$ cat config.mk
export PLATFORM = sky130hd
export DESIGN_NAME = calculator_key_line_editor_unit
export DESIGN_NICKNAME = d
export VERILOG_FILES = /design/src/hdl/ckle_pkg.sv /design/src/hdl/calculator_key_line_editor_unit.sv /design/src/hdl/ckle_store.sv /design/src/hdl/ckle_ctrl.sv
export VERILOG_INCLUDE_DIRS = /design/src /design/src/hdl
export SDC_FILE = /design/constraint.sdc
export NUM_CORES = 1
export LEC_CHECK = 0
export CORE_ASPECT_RATIO = 1.2
export CORE_MARGIN = 4
export CORE_UTILIZATION = 28
export DETAILED_ROUTE_END_ITERATION = 10
export DONT_BUFFER_PORTS = 1
export PLACE_DENSITY_LB_ADDON = 0.12
export SYNTH_ARGS = -nofsm -noshare
export SYNTH_HDL_FRONTEND = slang
export SYNTH_SLANG_ARGS = --single-unit
$ cat constraint.sdc
create_clock -name i_clk -period 12.6 [get_ports i_clk]
set_input_delay 0 -clock i_clk [delete_from_list [all_inputs] [get_ports i_clk]]
set_output_delay 0 -clock i_clk [all_outputs]
set_load 0.1 [all_outputs]
$ cat src/hdl/calculator_key_line_editor_unit_macros.svh
// Assertion macros for the line editor RTL.
`ifndef CALCULATOR_KEY_LINE_EDITOR_UNIT_MACROS_SVH
`define CALCULATOR_KEY_LINE_EDITOR_UNIT_MACROS_SVH

// Check a property on every rising clock edge outside reset.
`define CKLE_ASSERT(lbl, clk, rst_n, prop, msg) \
    lbl: assert property (@(posedge clk) disable iff (!rst_n) prop) \
        else $error(msg);

// Check a property on the edge that follows a reset cycle.
`define CKLE_ASSERT_RST(lbl, clk, rst_n, prop, msg) \
    lbl: assert property (@(posedge clk) !rst_n |=> prop) \
        else $error(msg);

`endif

$ cat src/hdl/ckle_pkg.sv
// Package with types, codes and the key token table of the line editor.
package ckle_pkg;

    localparam int CURSOR_W = 6;
    localparam int KEY_W    = 8;
    localparam int CHAR_W   = 8;
    localparam int TOK_MAX  = 6;
    localparam int TLEN_W   = 3;
    localparam int OLEN_W   = 6;

    typedef enum logic [1:0] {
        K_INSERT    = 2'd0,
        K_BACKSPACE = 2'd1,
        K_CLEAR     = 2'd2,
        K_READ      = 2'd3
    } t_kind;

    typedef enum logic [1:0] {
        ST_DONE       = 2'd0,
        ST_UNKNOWN    = 2'd1,
        ST_NO_ROOM    = 2'd2,
        ST_BAD_CURSOR = 2'd3
    } t_status;

    typedef enum logic [2:0] {
        S_IDLE  = 3'd0,
        S_EXEC  = 3'd1,
        S_SHIFT = 3'd2,
        S_TOKEN = 3'd3,
        S_READ  = 3'd4,
        S_DONE  = 3'd5
    } t_state;

    typedef struct packed {
        logic [TLEN_W-1:0]                len;
        logic [TOK_MAX-1:0][CHAR_W-1:0]   chars;
    } t_token;

    typedef struct packed {
        t_status             status;
        logic [TLEN_W-1:0]   tlen;
        logic [OLEN_W-1:0]   new_len;
        logic [CHAR_W-1:0]   rch;
    } t_result;

    function automatic t_token mk_tok(input logic [TLEN_W-1:0] n,
                                      input logic [CHAR_W-1:0] c0,
                                      input logic [CHAR_W-1:0] c1,
                                      input logic [CHAR_W-1:0] c2,
                                      input logic [CHAR_W-1:0] c3,
                                      input logic [CHAR_W-1:0] c4,
                                      input logic [CHAR_W-1:0] c5);
        t_token t;
        t.len      = n;
        t.chars[0] = c0;
        t.chars[1] = c1;
        t.chars[2] = c2;
        t.chars[3] = c3;
        t.chars[4] = c4;
        t.chars[5] = c5;
        return t;
    endfunction

    function automatic t_token key_token(input logic [KEY_W-1:0] code);
        t_token t;
        t = mk_tok(3'd0, 8'h00, 8'h00, 8'h00, 8'h00, 8'h00, 8'h00);
        if (code >= 8'h2A && code <= 8'h39) begin
            t = mk_tok(3'd1, code, 8'h00, 8'h00, 8'h00, 8'h00, 8'h00);
        end else begin
            unique case (code)
                8'h83: t = mk_tok(3'd1, "e", 8'h00, 8'h00, 8'h00, 8'h00, 8'h00);
                8'h06: t = mk_tok(3'd1, "(", 8'h00, 8'h00, 8'h00, 8'h00, 8'h00);
                8'h07: t = mk_tok(3'd1, ")", 8'h00, 8'h00, 8'h00, 8'h00, 8'h00);
                8'h8B: t = mk_tok(3'd1, "i", 8'h00, 8'h00, 8'h00, 8'h00, 8'h00);
                8'h8E: t = mk_tok(3'd1, "!", 8'h00, 8'h00, 8'h00, 8'h00, 8'h00);
                8'hB1: t = mk_tok(3'd1, "x", 8'h00, 8'h00, 8'h00, 8'h00, 8'h00);
                8'hB2: t = mk_tok(3'd1, "y", 8'h00, 8'h00, 8'h00, 8'h00, 8'h00);
                8'hB3: t = mk_tok(3'd1, "z", 8'h00, 8'h00, 8'h00, 8'h00, 8'h00);
                8'h0D: t = mk_tok(3'd1, "^", 8'h00, 8'h00, 8'h00, 8'h00, 8'h00);
                8'd18: t = mk_tok(3'd4, "s", "i", "n", "(", 8'h00, 8'h00);
                8'd19: t = mk_tok(3'd4, "c", "o", "s", "(", 8'h00, 8'h00);
                8'd20: t = mk_tok(3'd4, "t", "a", "n", "(", 8'h00, 8'h00);
                8'd12: t = mk_tok(3'd2, "^", "2", 8'h00, 8'h00, 8'h00, 8'h00);
                8'd15: t = mk_tok(3'd3, "e", "^", "(", 8'h00, 8'h00, 8'h00);
                8'h8F: t = mk_tok(3'd3, "l", "n", "(", 8'h00, 8'h00, 8'h00);
                8'd23: t = mk_tok(3'd3, "A", "n", "s", 8'h00, 8'h00, 8'h00);
                8'd11: t = mk_tok(3'd4, "a", "b", "s", "(", 8'h00, 8'h00);
                8'd16: t = mk_tok(3'd4, "1", "0", "^", "(", 8'h00, 8'h00);
                8'h90: t = mk_tok(3'd4, "l", "o", "g", "(", 8'h00, 8'h00);
                8'h92: t = mk_tok(3'd5, "a", "s", "i", "n", "(", 8'h00);
                8'h93: t = mk_tok(3'd5, "a", "c", "o", "s", "(", 8'h00);
                8'h94: t = mk_tok(3'd5, "a", "t", "a", "n", "(", 8'h00);
                8'h8C: t = mk_tok(3'd6, "^", "(", "1", "/", "2", ")");
                8'h8D: t = mk_tok(3'd4, "^", "(", "1", "/", 8'h00, 8'h00);
                8'd14: t = mk_tok(3'd5, "^", "(", "-", "1", ")", 8'h00);
                8'd120: t = mk_tok(3'd5, "s", "i", "n", "h", "(", 8'h00);
                8'd121: t = mk_tok(3'd5, "c", "o", "s", "h", "(", 8'h00);
                8'd122: t = mk_tok(3'd5, "t", "a", "n", "h", "(", 8'h00);
                default: t = mk_tok(3'd0, 8'h00, 8'h00, 8'h00, 8'h00, 8'h00, 8'h00);
            endcase
        end
        return t;
    endfunction

endpackage

$ cat src/hdl/calculator_key_line_editor_unit.sv
// Top level of the calculator key line editor with its output register.
//
// Input stream (s_axis): one beat is one item. tuser carries the kind
// (insert key token, backspace, clear line, read character); tdata carries
// the keypad code and the cursor. Output stream (m_axis): exactly one result
// beat per input beat, in order; tuser is the status, tdata the inserted
// token length, the line length after the item and the character read.
// Each item passes through the sequencer states: a clear, a flagged item and
// a plain backspace go straight to the result; a read fetches one character
// from the store; an insert moves the tail, if there is one, and then writes
// the token one character at a time; a backspace with a tail moves the tail.
// The tail move streams one character a cycle through the single-read,
// single-write line store; items are taken one at a time, the next one in the
// cycle after the result leaves the sequencer.
// Reset empties the line at once (length zero, no result pending); no sweep
// of the store is needed because characters beyond the length are never read.
// When the receiver stalls, one finished result waits in the output register
// while the next item is already taken and worked on; that item then holds
// until the register frees.
module calculator_key_line_editor_unit #(
    parameter int LINE_LEN = 32
) (
    input  logic        i_clk,
    input  logic        i_rst_n,
    input  logic        s_axis_tvalid,
    output logic        s_axis_tready,
    input  logic [15:0] s_axis_tdata,   // key_code[7:0], cursor[13:8], zero[15:14]
    input  logic [1:0]  s_axis_tuser,   // kind[1:0]
    output logic        m_axis_tvalid,
    input  logic        m_axis_tready,
    output logic [23:0] m_axis_tdata,   // token_length[2:0], new_length[8:3],
                                        // read_char[16:9], zero[23:17]
    output logic [1:0]  m_axis_tuser    // status[1:0]
);
    import ckle_pkg::*;

    localparam int ADDR_W = $clog2(LINE_LEN);

    logic              res_valid, res_ready;
    t_result           res;
    logic              rd_en, wr_en;
    logic [ADDR_W-1:0] rd_addr, wr_addr;
    logic [CHAR_W-1:0] rd_data, wr_data;
    logic              r_out_valid;
    t_result           r_out;

    ckle_ctrl #(
        .LINE_LEN (LINE_LEN)
    ) u_ctrl (
        .i_clk       (i_clk),
        .i_rst_n     (i_rst_n),
        .i_in_valid  (s_axis_tvalid),
        .o_in_ready  (s_axis_tready),
        .i_kind      (t_kind'(s_axis_tuser)),
        .i_key_code  (s_axis_tdata[7:0]),
        .i_cursor    (s_axis_tdata[13:8]),
        .o_res_valid (res_valid),
        .i_res_ready (res_ready),
        .o_res       (res),
        .o_rd_en     (rd_en),
        .o_rd_addr   (rd_addr),
        .i_rd_data   (rd_data),
        .o_wr_en     (wr_en),
        .o_wr_addr   (wr_addr),
        .o_wr_data   (wr_data)
    );

    ckle_store #(
        .DEPTH (LINE_LEN)
    ) u_store (
        .i_clk     (i_clk),
        .i_rd_en   (rd_en),
        .i_rd_addr (rd_addr),
        .o_rd_data (rd_data),
        .i_wr_en   (wr_en),
        .i_wr_addr (wr_addr),
        .i_wr_data (wr_data)
    );

    assign res_ready = !r_out_valid || m_axis_tready;

    always_ff @(posedge i_clk) begin
        if (!i_rst_n) begin
            r_out_valid <= 1'b0;
        end else if (res_ready) begin
            r_out_valid <= res_valid;
        end
    end

    always_ff @(posedge i_clk) begin
        if (res_ready && res_valid) begin
            r_out <= res;
        end
    end

    assign m_axis_tvalid = r_out_valid;
    assign m_axis_tuser  = r_out.status;
    assign m_axis_tdata  = {7'd0, r_out.rch, r_out.new_len, r_out.tlen};

endmodule

$ cat src/hdl/ckle_store.sv
// Line character store: one write port, one read port with registered data.
module ckle_store #(
    parameter int DEPTH = 32
) (
    input  logic                       i_clk,
    input  logic                       i_rd_en,
    input  logic [$clog2(DEPTH)-1:0]   i_rd_addr,
    output logic [ckle_pkg::CHAR_W-1:0] o_rd_data,
    input  logic                       i_wr_en,
    input  logic [$clog2(DEPTH)-1:0]   i_wr_addr,
    input  logic [ckle_pkg::CHAR_W-1:0] i_wr_data
);
    import ckle_pkg::*;

    logic [CHAR_W-1:0] r_mem [DEPTH];
    logic [CHAR_W-1:0] r_rd_data;

    always_ff @(posedge i_clk) begin
        if (i_wr_en) begin
            r_mem[i_wr_addr] <= i_wr_data;
        end
    end

    always_ff @(posedge i_clk) begin
        if (i_rd_en) begin
            r_rd_data <= r_mem[i_rd_addr];
        end
    end

    assign o_rd_data = r_rd_data;

endmodule

$ cat src/hdl/ckle_ctrl.sv
// Item sequencer: checks, tail shift, token write and read through the store.
`include "calculator_key_line_editor_unit_macros.svh"

module ckle_ctrl #(
    parameter int LINE_LEN = 32
) (
    input  logic                          i_clk,
    input  logic                          i_rst_n,
    input  logic                          i_in_valid,
    output logic                          o_in_ready,
    input  ckle_pkg::t_kind               i_kind,
    input  logic [ckle_pkg::KEY_W-1:0]    i_key_code,
    input  logic [ckle_pkg::CURSOR_W-1:0] i_cursor,
    output logic                          o_res_valid,
    input  logic                          i_res_ready,
    output ckle_pkg::t_result             o_res,
    output logic                          o_rd_en,
    output logic [$clog2(LINE_LEN)-1:0]   o_rd_addr,
    input  logic [ckle_pkg::CHAR_W-1:0]   i_rd_data,
    output logic                          o_wr_en,
    output logic [$clog2(LINE_LEN)-1:0]   o_wr_addr,
    output logic [ckle_pkg::CHAR_W-1:0]   o_wr_data
);
    import ckle_pkg::*;

    localparam int ADDR_W = $clog2(LINE_LEN);
    localparam int LEN_W  = $clog2(LINE_LEN + 1);
    localparam int CMP_W  = ((LEN_W > CURSOR_W) ? LEN_W : CURSOR_W) + 1;

    t_state              r_state, n_state;
    t_kind               r_kind, n_kind;
    logic [CURSOR_W-1:0] r_cur, n_cur;
    t_token              r_tok, n_tok;
    logic [LEN_W-1:0]    r_len, n_len;
    logic [ADDR_W-1:0]   r_idx, n_idx;
    logic                r_more, n_more;
    logic                r_pend, n_pend;
    logic [ADDR_W-1:0]   r_pend_addr, n_pend_addr;
    logic [TLEN_W-1:0]   r_tidx, n_tidx;
    t_status             r_status, n_status;
    logic [TLEN_W-1:0]   r_tlen, n_tlen;
    logic [CHAR_W-1:0]   r_rch, n_rch;

    logic [CMP_W-1:0] cur_w, len_w, tlen_w, sum_w, limit_w;
    logic             cur_over, cur_at_end, has_tail, cur_zero, bad_key, no_room;
    logic             last_rd, last_tok, shift_end;
    logic [ADDR_W-1:0] shift_dst, tok_addr;

    assign cur_w      = CMP_W'(r_cur);
    assign len_w      = CMP_W'(r_len);
    assign tlen_w     = CMP_W'(r_tok.len);
    assign sum_w      = len_w + tlen_w;
    assign limit_w    = CMP_W'(LINE_LEN);
    assign bad_key    = (r_tok.len == '0);
    assign cur_over   = (cur_w > len_w);
    assign cur_at_end = (cur_w >= len_w);
    assign has_tail   = (len_w > cur_w);
    assign cur_zero   = (r_cur == '0);
    assign no_room    = (sum_w > limit_w);
    assign last_rd    = (r_kind == K_INSERT) ? (CMP_W'(r_idx) == cur_w)
                                             : (CMP_W'(r_idx) == len_w - CMP_W'(1));
    assign last_tok   = (r_tidx == r_tok.len - TLEN_W'(1));
    assign shift_end  = r_pend && !r_more;
    assign shift_dst  = (r_kind == K_INSERT) ? ADDR_W'(CMP_W'(r_pend_addr) + tlen_w)
                                             : (r_pend_addr - ADDR_W'(1));
    assign tok_addr   = ADDR_W'(cur_w + CMP_W'(r_tidx));

    always_comb begin
        n_state = r_state;
        unique case (r_state)
            S_IDLE: begin
                if (i_in_valid) begin
                    n_state = S_EXEC;
                end
            end
            S_EXEC: begin
                unique case (r_kind)
                    K_INSERT: begin
                        priority if (bad_key || cur_over || no_room) begin
                            n_state = S_DONE;
                        end else if (has_tail) begin
                            n_state = S_SHIFT;
                        end else begin
                            n_state = S_TOKEN;
                        end
                    end
                    K_BACKSPACE: begin
                        priority if (cur_over || cur_zero || !has_tail) begin
                            n_state = S_DONE;
                        end else begin
                            n_state = S_SHIFT;
                        end
                    end
                    K_CLEAR: n_state = S_DONE;
                    K_READ:  n_state = cur_at_end ? S_DONE : S_READ;
                    default: n_state = S_DONE;
                endcase
            end
            S_SHIFT: begin
                if (shift_end) begin
                    n_state = (r_kind == K_INSERT) ? S_TOKEN : S_DONE;
                end
            end
            S_TOKEN: begin
                if (last_tok) begin
                    n_state = S_DONE;
                end
            end
            S_READ: n_state = S_DONE;
            S_DONE: begin
                if (i_res_ready) begin
                    n_state = S_IDLE;
                end
            end
            default: n_state = S_IDLE;
        endcase
    end

    always_comb begin
        n_kind      = r_kind;
        n_cur       = r_cur;
        n_tok       = r_tok;
        n_len       = r_len;
        n_idx       = r_idx;
        n_more      = r_more;
        n_pend      = 1'b0;
        n_pend_addr = r_pend_addr;
        n_tidx      = r_tidx;
        n_status    = r_status;
        n_tlen      = r_tlen;
        n_rch       = r_rch;
        o_in_ready  = 1'b0;
        o_res_valid = 1'b0;
        o_rd_en     = 1'b0;
        o_rd_addr   = r_idx;
        o_wr_en     = 1'b0;
        o_wr_addr   = shift_dst;
        o_wr_data   = i_rd_data;
        unique case (r_state)
            S_IDLE: begin
                o_in_ready = 1'b1;
                n_kind     = i_kind;
                n_cur      = i_cursor;
                n_tok      = key_token(i_key_code);
            end
            S_EXEC: begin
                n_status = ST_DONE;
                n_tlen   = '0;
                n_rch    = '0;
                n_tidx   = '0;
                n_more   = 1'b1;
                unique case (r_kind)
                    K_INSERT: begin
                        priority if (bad_key) begin
                            n_status = ST_UNKNOWN;
                        end else if (cur_over) begin
                            n_status = ST_BAD_CURSOR;
                        end else if (no_room) begin
                            n_status = ST_NO_ROOM;
                        end else begin
                            n_idx = ADDR_W'(len_w - CMP_W'(1));
                        end
                    end
                    K_BACKSPACE: begin
                        priority if (cur_over) begin
                            n_status = ST_BAD_CURSOR;
                        end else if (cur_zero) begin
                            n_status = ST_DONE;
                        end else if (has_tail) begin
                            n_idx = ADDR_W'(cur_w);
                        end else begin
                            n_len = r_len - LEN_W'(1);
                        end
                    end
                    K_CLEAR: n_len = '0;
                    K_READ: begin
                        if (cur_at_end) begin
                            n_status = ST_BAD_CURSOR;
                        end else begin
                            o_rd_en   = 1'b1;
                            o_rd_addr = ADDR_W'(cur_w);
                        end
                    end
                    default: n_status = ST_DONE;
                endcase
            end
            S_SHIFT: begin
                o_rd_en = r_more;
                o_wr_en = r_pend;
                if (r_more) begin
                    n_pend      = 1'b1;
                    n_pend_addr = r_idx;
                    if (last_rd) begin
                        n_more = 1'b0;
                    end else begin
                        n_idx = (r_kind == K_INSERT) ? (r_idx - ADDR_W'(1))
                                                     : (r_idx + ADDR_W'(1));
                    end
                end
                if (shift_end && r_kind == K_BACKSPACE) begin
                    n_len = r_len - LEN_W'(1);
                end
            end
            S_TOKEN: begin
                o_wr_en   = 1'b1;
                o_wr_addr = tok_addr;
                o_wr_data = r_tok.chars[r_tidx];
                n_tidx    = r_tidx + TLEN_W'(1);
                if (last_tok) begin
                    n_len  = r_len + LEN_W'(r_tok.len);
                    n_tlen = r_tok.len;
                end
            end
            S_READ: n_rch = i_rd_data;
            S_DONE: o_res_valid = 1'b1;
            default: n_status = r_status;
        endcase
    end

    always_ff @(posedge i_clk) begin
        if (!i_rst_n) begin
            r_state <= S_IDLE;
            r_len   <= '0;
            r_more  <= 1'b0;
            r_pend  <= 1'b0;
        end else begin
            r_state <= n_state;
            r_len   <= n_len;
            r_more  <= n_more;
            r_pend  <= n_pend;
        end
    end

    always_ff @(posedge i_clk) begin
        r_kind      <= n_kind;
        r_cur       <= n_cur;
        r_tok       <= n_tok;
        r_idx       <= n_idx;
        r_pend_addr <= n_pend_addr;
        r_tidx      <= n_tidx;
        r_status    <= n_status;
        r_tlen      <= n_tlen;
        r_rch       <= n_rch;
    end

    assign o_res = '{status: r_status, tlen: r_tlen, new_len: OLEN_W'(r_len), rch: r_rch};

    `CKLE_ASSERT(a_len_bound, i_clk, i_rst_n, (CMP_W'(r_len) <= limit_w), "length over capacity")
    `CKLE_ASSERT(a_wr_range, i_clk, i_rst_n, o_wr_en |-> (CMP_W'(o_wr_addr) < limit_w), "write out of range")
    `CKLE_ASSERT(a_rw_apart, i_clk, i_rst_n, (o_rd_en && o_wr_en) |-> (o_rd_addr != o_wr_addr), "read and write collide")
    `CKLE_ASSERT(a_accept_exec, i_clk, i_rst_n, (i_in_valid && o_in_ready) |=> (r_state == S_EXEC), "accepted beat not executed")
    `CKLE_ASSERT_RST(a_rst_empty, i_clk, i_rst_n, (r_len == '0 && r_state == S_IDLE), "reset left line state")

endmodule

Yosys cells after proc, flatten, opt, wreduce, memory -nomap -nowiden
Memories as Yosys holds them, arrays and structs flattened. A register that Yosys moved wholly into a read port is not among the register bits.
Index checks and enable logic that the tools add are counted.

word-level totals
  flip-flop bits (word level) = 116
  output and inout port bits = 28
  memories = 1
  RAM bits = 256

memory list
  memory         depth  width  rd ports  clocked after memory_dff  write ports  line              RTL
  u_store.r_mem  32     8      1         1                         1            ckle_store.sv:15  logic [CHAR_W-1:0] r_mem [DEPTH];

operators by class
  add/sub/neg operators = 11
  muxes and demuxes = 62
  equality and inequality tests = 55
  reductions and logical operators = 26
  magnitude comparators = 7

operators by type and width
  kind                                           number
  one-hot mux 51 bit (28 select lines)           1
  == test 8 bit, second input constant           13
  2-to-1 mux 5 bit                               14
  == test 8 x 4 -> 1 bit, second input constant  5
  == test 8 x 5 -> 1 bit, second input constant  5
  2-to-1 mux 6 bit                               5
  binary-select mux 8 bit (select 3 bit)         1
  == test 8 x 7 -> 1 bit, second input constant  3
  2-to-1 mux 3 bit                               8
  2-to-1 mux 8 bit                               3
  one-hot mux 5 bit (2 select lines)             2
  != test 3 bit, second input constant           6
  one-hot mux 3 bit (6 select lines)             1
  one-hot mux 6 bit (3 select lines)             1
  == test 8 x 3 -> 1 bit, second input constant  2
  one-hot mux 8 bit (2 select lines)             1
  greater-than comparator 6 bit                  2
  2-to-1 mux 1 bit                               12
  one-hot mux 3 bit (2 select lines)             2
  one-hot mux 3 bit (4 select lines)             1
  one-hot mux 6 bit (2 select lines)             1
  adder 5 x 3 -> 5 bit                           2
  2-to-1 mux 2 bit                               5
  AND reduction 10 bit                           1
  38 further kinds                               64

Logic depth before layout (Yosys ltp)
Gate-level depths: netlist of run 1.

  depth in word-level cells = 7
  mapped depth = 14

Modules after synthesis
Synthesis of run 1 repeated with hierarchy kept, for this count alone.

unflattened totals
  cell total of the unflattened synthesis = 1054
  area, all modules = 16512.1 um2

by module, submodules not included
  module                           area each (um2)  cells each  times used
  ckle_store                       10133.5          417         1
  ckle_ctrl                        5694.2           605         1
  calculator_key_line_editor_unit  684.4            32          1

Worst setup path before layout of run 1
No wires, ideal clock.

  path type = flip-flop to flip-flop
  start point = register u_ctrl.r_state[0]
  end point = register u_ctrl.r_cur[0], enable pin
  cell stages (with the launch flop) = 5
  path slack = 6196 ps
  arrival = 5813 ps
  data required time = 12008 ps
  setup time = 592 ps
  cells stage by stage = dfxtp_1 > buf_4 > clkbuf_1 > clkbuf_1 > nor3_1

between the ends
  longest elaborated chain between the ends = 1

ends and longest elaborated chain
  element                 line              RTL
  start, declared         ckle_ctrl.sv:30   t_state r_state, n_state;
  start signal, assigned  ckle_ctrl.sv:227  r_state <= n_state;
  zero test 3 bit         ckle_ctrl.sv:139  unique case (r_state)
  end signal, assigned    ckle_ctrl.sv:236  r_cur <= n_cur;
  end, declared           ckle_ctrl.sv:32   logic [CURSOR_W-1:0] r_cur, n_cur;

Every way passes these cells.
A chain may end at the register's enable or synchronous reset.

Final worst setup path of run 1
  start point = register u_ctrl.r_cur[0]
  end point = register u_store.r_rd_data[6], in the netlist u_store.o_rd_data[6] (read register of u_store.r_mem), data pin

between the ends
  longest elaborated chain between the ends = 4

ends and longest elaborated chain
  element                                                                 line              RTL
  >= comparator 6 bit                                                     ckle_ctrl.sv:56   assign cur_at_end = (cur_w >= len_w);
  2-to-1 mux 1 bit or 2-to-1 mux 5 bit (tied branches)                    ckle_ctrl.sv:177  if (cur_at_end) begin
  2-to-1 mux 1 bit or 2-to-1 mux 5 bit (tied branches)                    ckle_ctrl.sv:152  unique case (r_kind)
  one-hot mux 1 bit (2 select lines) or 2-to-1 mux 5 bit (tied branches)  ckle_ctrl.sv:139
  end, declared                                                           ckle_store.sv:16  logic [CHAR_W-1:0] r_rd_data;

Several ways; a longest one is shown, not always the timed one.

==> impl_metrics.yaml, run 1 <==
pwr:
  power.leakage_nw: 6.615
  power-per-cell-area_mw_per_mm2: 215.2
  irDropWorstVdd_mv: 0.1054
cts:
  postCtsResizedCells: 0
  cts_post_setup_buffers_inserted: 0
  tritoncts: "yes"
  clockBufferDepth: 3
  holdBufCountCts: 21
  clkLatencyLatePin_ns: 0.57
  root_buffer: "clkbuf_16"
  number_of_buffers_created_by_cts: 41
  htreeDepth: 2
  clkSinkCount: 364
  clk_pin_slew_worst_paths_ns: 0.06
critical_path:
  critical_path.startpoint_type: "register"
  reg2regPathDepth: 11
  crit_path_max_fanout: 33
  critPathSlowestCell: "o21ai_4"
  worstPathArrival_ns: 5.82
  cp.buffers_inverters: 2
  crit_family: "compound AO/OA/AOI/OAI gates"
  worst_path_largest_cell_delay_ns: 1.01
  timing.critical_path.required_ns: 12.91
  timing.critical_path.depth: 11
  cp_cell_sequence: "inv_1, ha_1, nand2_1, o22a_1, nand3_2, o21ai_4, nand2_2, buf_4, a221o_1, a41oi_1, nor4_2"
  crit_type: "reg2reg"
  setup.worst_path.end_class: "register"
sta:
  layout_worst_path_cycle_share_pct: 43.80
  report.final.setup_viol: 0
  setup-tns-final_ns: 0
  clock-skew-final_ns: 0.02100
  max_slew.worst_pin.slew_ns: 1.128
  relSlewSlack_pct: 24.76
  fin_ws_ns: 7.081
  grt_setup_unrepaired: "false"
  pins_over_their_slew_limit: 0
  hold_violations: 0
  max_clock_freq_ghz: 0.1812
  layout_min_cycle_time_ns: 5.519
placement:
  post-place-cells: 2179
  place.gp.congestion: 0.8345
  placement.setup.worst_slack_ns: 7.046
  port_buffer_cells: 0
  detailedPlacementHpwl_mm: 33.94
yosys:
  count_of_flip_flops_with_a_built_in_enable_after_synthesis: 352
  post_synth_xor_area_fraction_pct: 1.303
  ys_seq_elements: 364
  asyncSetResetFlopFracSynth_pct: 0
  synthDistinctLibCells: 85
  area_fraction_in_compound_gates_after_synthesis_pct: 16.41
  yosysMostFrequentCell: "edfxtp_1"
  yosysTopAreaCellShare_pct: 60.47
  synth-main-ff-cell: "edfxtp_1"
  syn_area_per_cell_um2: 12.20
  synth_simple_gate_area_share_pct: 12.56
  synth_adder_area_share_pct: 2.105
  mappedNetlistArea_mm2: 0.01748
  synth_mux_area_share_pct: 1.489
  top_post_synthesis_cells_by_count: "edfxtp_1 (352), o21ai_0 (111), nand2_1 (102)"
  ys_top_cells_by_area: "edfxtp_1 (60%), o21ai_0 (3.2%), nand2_1 (2.2%)"
  synth_top_family_by_area: "compound AO/OA/AOI/OAI gates"
  yosysTopAreaCell: "edfxtp_1"
  synth_sequential_area_ratio_pct: 61.85
  gate_count_after_technology_mapping: 1433
  yosys_warnings: 0
die:
  die_area_mm2: 0.06650
  start_util_pct: 28.22
  rows: 100
  design.core.area_mm2: 0.06193
  floorplan.die.width_um: 236.1
  chipHeight_um: 281.7
  io-pin-count: 50
global_route:
  gr-total-overflow: 0
  grt_pass1_vias: 11790
  number_of_antenna_violations_at_the_first_check_in_global_routing: 0
  grt_start_max_net_pins: 50
  wire_length_of_the_first_global_routing_pass_mm: 78.69
  total_routing_resource_utilization_after_global_routing_pct: 15.54
route:
  route.antenna.remaining_nets: 0
  drc_errors: 0
  vias_per_cell: 5.219
  vias: 11860
  totalWireLength_mm: 52.75
  detailedRoute.firstIterationViolations: 853
  drt_pre_antenna_iters: 5
  wire_per_inst_um: 23.21
worst_hold_path:
  timing.hold.worst_path_depth: 3
  hp-class: "in2reg"
layout:
  nets_final: 1476
  post_route_cells_drive_above_1_share_pct: 9.403
  flow.area_growth_from_synthesis_pct: 13.43
  antenna_cells_inserted: 0
  fin_cells: 2273
  fillers: 6195
job:
  maxCapViolCount: 0
status:
  status: "completed"
==> cells in the final DEF, fill, tap and decap left out, drive strengths merged, types with 6 or more instances in the layout <==
master	netlist	layout
a22oi	9	9
nor4	12	12
nand2b	19	19
o22ai	17	17
a211oi	21	21
clkbuf	53	46
inv	69	71
nor2	95	95
xor2	6	6
o21ai	119	119
nand4	13	13
nand2	105	105
o211ai	51	51
dfxtp	12	12
conb	1	8
dlygate4sd3	0	21
nand3	40	40
nand3b	7	7
a41oi	18	18
xnor2	20	20
a32oi	17	17
and2	11	11
nor3	13	13
or4	8	8
a221oi	35	35
and3	32	32
mux2i	8	8
o31ai	9	9
a21oi	39	39
buf	51	27
nor2b	43	43
a21o	8	8
edfxtp	352	352
a31oi	15	15
a221o	17	17
ha	23	23
clkinv	0	20
mux4	7	7
==> flip-flops by register name, summed over array words and instances (netlist names) <==
name                count
u_ctrl.r_state          3
m_axis_tdata           17
u_ctrl.r_len            6
u_ctrl.r_tlen           3
u_ctrl.r_status         2
u_ctrl.r_tidx           3
u_ctrl.r_kind           2
u_ctrl.r_idx            5
u_ctrl.r_pend_addr      5
u_store.o_rd_data       8
u_store.r_mem         256
u_ctrl.r_more           1
u_ctrl.r_cur            6
m_axis_tvalid           1
u_ctrl.r_rch            8
u_ctrl.r_tok           35
m_axis_tuser            2
u_ctrl.r_pend           1
==> cell type report <==
cell class / instances / area [µm²] / area share (%)
Sequential cell: 364 / 10810 / 54.53
Multi-Input combinational cell: 903 / 6055 / 30.54
Clock buffer: 46 / 1066 / 5.377
Tap cell: 816 / 1021 / 5.150
Timing Repair Buffer: 48 / 432.9 / 2.184
Inverter: 69 / 259.0 / 1.306
Clock inverter: 27 / 182.7 / 0.9214
==> where the power goes <==
group          internal, mW  switching [mW]
clock                 0.632           0.500
sequential             1.55           0.209
combinational         0.438           0.939
total                  2.62            1.65
==> cells by family (layout without fill, tap and decap cells) <==
| kind of cell | count (synthesis) | after routing |
|---|---|---|
| other cells | 1 | 8 |
| compound gates | 409 | 409 |
| simple gates | 416 | 416 |
| xor+xnor | 26 | 26 |
| buf+inv | 173 | 190 |
| mux | 17 | 17 |
| flops | 364 | 364 |
| fa+ha+maj | 27 | 27 |
==> through the flow <==
step / power, mW / util (%) / hold WS [ns] / area [µm²]
global route: 4.498 / 32.01 / 0.04890 / 19830
finish: 4.267 / 32.01 / 0.04206 / 19830
global placement: 3.163 / 29.66 / 0.09896 / 18370
CTS: 4.326 / 32.01 / 0.005568 / 19830
floorplan: 2.693 / - / 0.09887 / 17510
detailed placement: 3.167 / 29.66 / 0.09895 / 18370
==> worst paths after layout <==
kind              slack, ns                   end       startpoint
setup / recovery       7.08  u_store.o_rd_data[6]  u_ctrl.r_cur[0]
hold / removal         0.04       u_ctrl.r_tok[3]  s_axis_tdata[5]
setup reg to reg       7.08  u_store.o_rd_data[6]  u_ctrl.r_cur[0]
hold reg to reg        0.42      m_axis_tdata[11]  u_ctrl.r_rch[2]
==> worst reg2reg max path, stage by stage, from the launching register on <==
cell      delay, ns
edfxtp_1       0.55
inv_1          0.39
ha_1           0.32
nand2_1        0.10
o22a_1         0.18
nand3_2        0.51
o21ai_4        1.02
nand2_2        0.72
buf_4          0.49
a221o_1        0.44
a41oi_1        0.45
nor4_2         0.11
==> metal layers <==
layer,up-vias,track usage (%),wire [µm]
li1,5512,-,-
met3,79,2.152,2198
met1,5952,20.89,23620
met4,0,4.715,1499
met5,-,0,0
met2,320,26.31,25430
(Power assumes the default switching activity.)
==> inputs of run 2 (changes only) <==
Clock period 12.6 ns to 5.6 ns, I/O delays scaled along.
==> impl_metrics.yaml, run 2 (same netlist as run 1, synthesis figures left out) <==
die:
  io-pin-count: 50
  design.core.area_mm2: 0.06193
  chipHeight_um: 281.7
  floorplan.die.width_um: 236.1
  die_area_mm2: 0.06650
  rows: 100
  start_util_pct: 28.22
layout:
  nets_final: 1485
  final_cell_area_mm2: 0.01995
  layout.cells.most_common_list: "edfxtp_1 (352), o21ai_0 (106), nand2_1 (102)"
  flow.area_growth_from_synthesis_pct: 14.13
  top_register: "u_store.r_mem"
  antenna_cells_inserted: 0
  layout.cells.most_common: "edfxtp_1"
  post_route_cells_drive_above_1_share_pct: 9.660
  fin_cells: 2286
  largest_reg_flops: 256
placement:
  detailedPlacementHpwl_mm: 34.70
  port_buffer_cells: 0
  place_area_mm2: 0.01841
  post-place-cells: 2185
  placement.setup.worst_slack_ns: 1.402
  place.gp.congestion: 0.8512
pwr:
  irDropWorstVdd_mv: 0.2910
  comb_power_share_pct: 32.1
  power.clock.fraction_pct: 27.2
  power.total_mw: 9.705
  intPower_mw: 5.980
  power.share.sequential_pct: 40.7
  total_switching_power_mw: 3.725
  power-per-cell-area_mw_per_mm2: 486.5
  power.share.switching_pct: 38.38
  power.leakage_nw: 6.692
global_route:
  total_routing_resource_utilization_after_global_routing_pct: 15.81
  number_of_antenna_violations_at_the_first_check_in_global_routing: 0
  gr-total-overflow: 0
  grt_pass1_vias: 11940
  wire_length_of_the_first_global_routing_pass_mm: 79.85
  grt_start_max_net_pins: 49
route:
  route.antenna.remaining_nets: 0
  vias_per_cell: 5.224
  vias: 11940
  totalWireLength_mm: 53.55
  detailedRoute.firstIterationViolations: 840
  drt_pre_antenna_iters: 7
  wire_per_inst_um: 23.43
  drc_errors: 0
sta:
  setup-tns-final_ns: 0
  grt_setup_unrepaired: "false"
  clock-skew-final_ns: 0.02717
  layout_min_cycle_time_ns: 4.204
  report.final.setup_viol: 0
  fin_ws_ns: 1.396
  max_slew.worst_pin.slew_ns: 1.118
  relSlewSlack_pct: 25.17
  layout_worst_path_cycle_share_pct: 75.07
  hold_violations: 0
  max_clock_freq_ghz: 0.2379
  pins_over_their_slew_limit: 0
worst_hold_path:
  hp-class: "in2reg"
cts:
  postCtsResizedCells: 0
  clockBufferDepth: 3
  clk_pin_slew_worst_paths_ns: 0.06
  tritoncts: "yes"
  clkSinkCount: 364
  number_of_buffers_created_by_cts: 42
  clkLatencyLatePin_ns: 0.58
  root_buffer: "clkbuf_16"
  htreeDepth: 2
critical_path:
  setup.worst_path.end_class: "register"
  timing.critical_path.required_ns: 5.95
  crit_path_max_fanout: 34
  worstPathArrival_ns: 4.56
  crit_type: "reg2reg"
  critical_path.startpoint_type: "register"
job:
  maxCapViolCount: 0
status:
  status: "completed"
[run 2: cell count changes in the layout (fill, tap and decap cells not counted), moves of 2 or more]
| cell | previous run | this run |
|---|---|---|
| buf_4 | 26 | 32 |
| dlygate4sd3_1 | 21 | 23 |
| clkinvlp_4 | 4 | 0 |
| clkbuf_1 | 4 | 10 |
[run 2: area by class of cell]
| class | instances | area, µm² |
|---|---|---|
| clock buffers | 53 | 1102 |
| clock inverters | 25 | 209.0 |
| fillers | 6185 | 41990 |
| inverters | 69 | 259.0 |
| multi-input cells | 903 | 6057 |
| flip-flops and latches | 364 | 10810 |
| well taps | 816 | 1021 |
| repair buffers | 56 | 490.5 |
[run 2: power by group through the flow]
stage / clock, mW / sequential (mW) / combinational (mW)
floorplan: 0 / 3.87 / 2.18
global placement: 0 / 4.00 / 3.11
detailed placement: 0 / 4.00 / 3.12
CTS: 2.73 / 3.95 / 3.16
global route: 2.84 / 3.98 / 3.42
finish: 2.64 / 3.95 / 3.12
[run 2: worst paths after layout]
kind                 startpoint              endpoint  slack, ns  cells after the start
max reg2reg     u_ctrl.r_cur[0]  u_store.o_rd_data[1]       1.40                     10
min reg2reg  u_ctrl.r_status[0]       m_axis_tuser[0]       0.42                      0
max             u_ctrl.r_cur[0]  u_store.o_rd_data[1]       1.40                     10
min             s_axis_tdata[3]      u_ctrl.r_tok[32]       0.06                      2
[run 2: through the flow]
step / utilization [%] / hold WS, ns
after floorplan: - / 0.09887
after global placement: 29.72 / 0.09896
after detailed placement: 29.72 / 0.09893
after CTS: 32.21 / 0.006385
after global routing: 32.21 / 0.03103
final: 32.21 / 0.05565
[run 2: per-layer routing]
layer  GRT usage (%)  vias up  part of all wire (%)
li1                -     5526                     -
met1           20.74     6040                    44
met2           26.97      284                    49
met3           2.240       91                   3.6
met4           5.453        0                   3.4
met5               0        -                     0
[run 2: worst max-delay path, stage by stage, from the launching register on]
cell	delay, ns
edfxtp_1	0.53
inv_1	0.37
ha_1	0.31
nand2_1	0.09
o22a_1	0.17
and3_4	0.41
nand2_4	0.11
o21ai_4	0.78
a221oi_1	0.23
or4_1	0.61
nor4_1	0.36
[run 2: what timing repair did]
action / 4_1_cts / 5_1_grt
endpoints found under the hold margin: 54 / 0
hold buffers: 23 / 0
setup buffers: 0 / 0
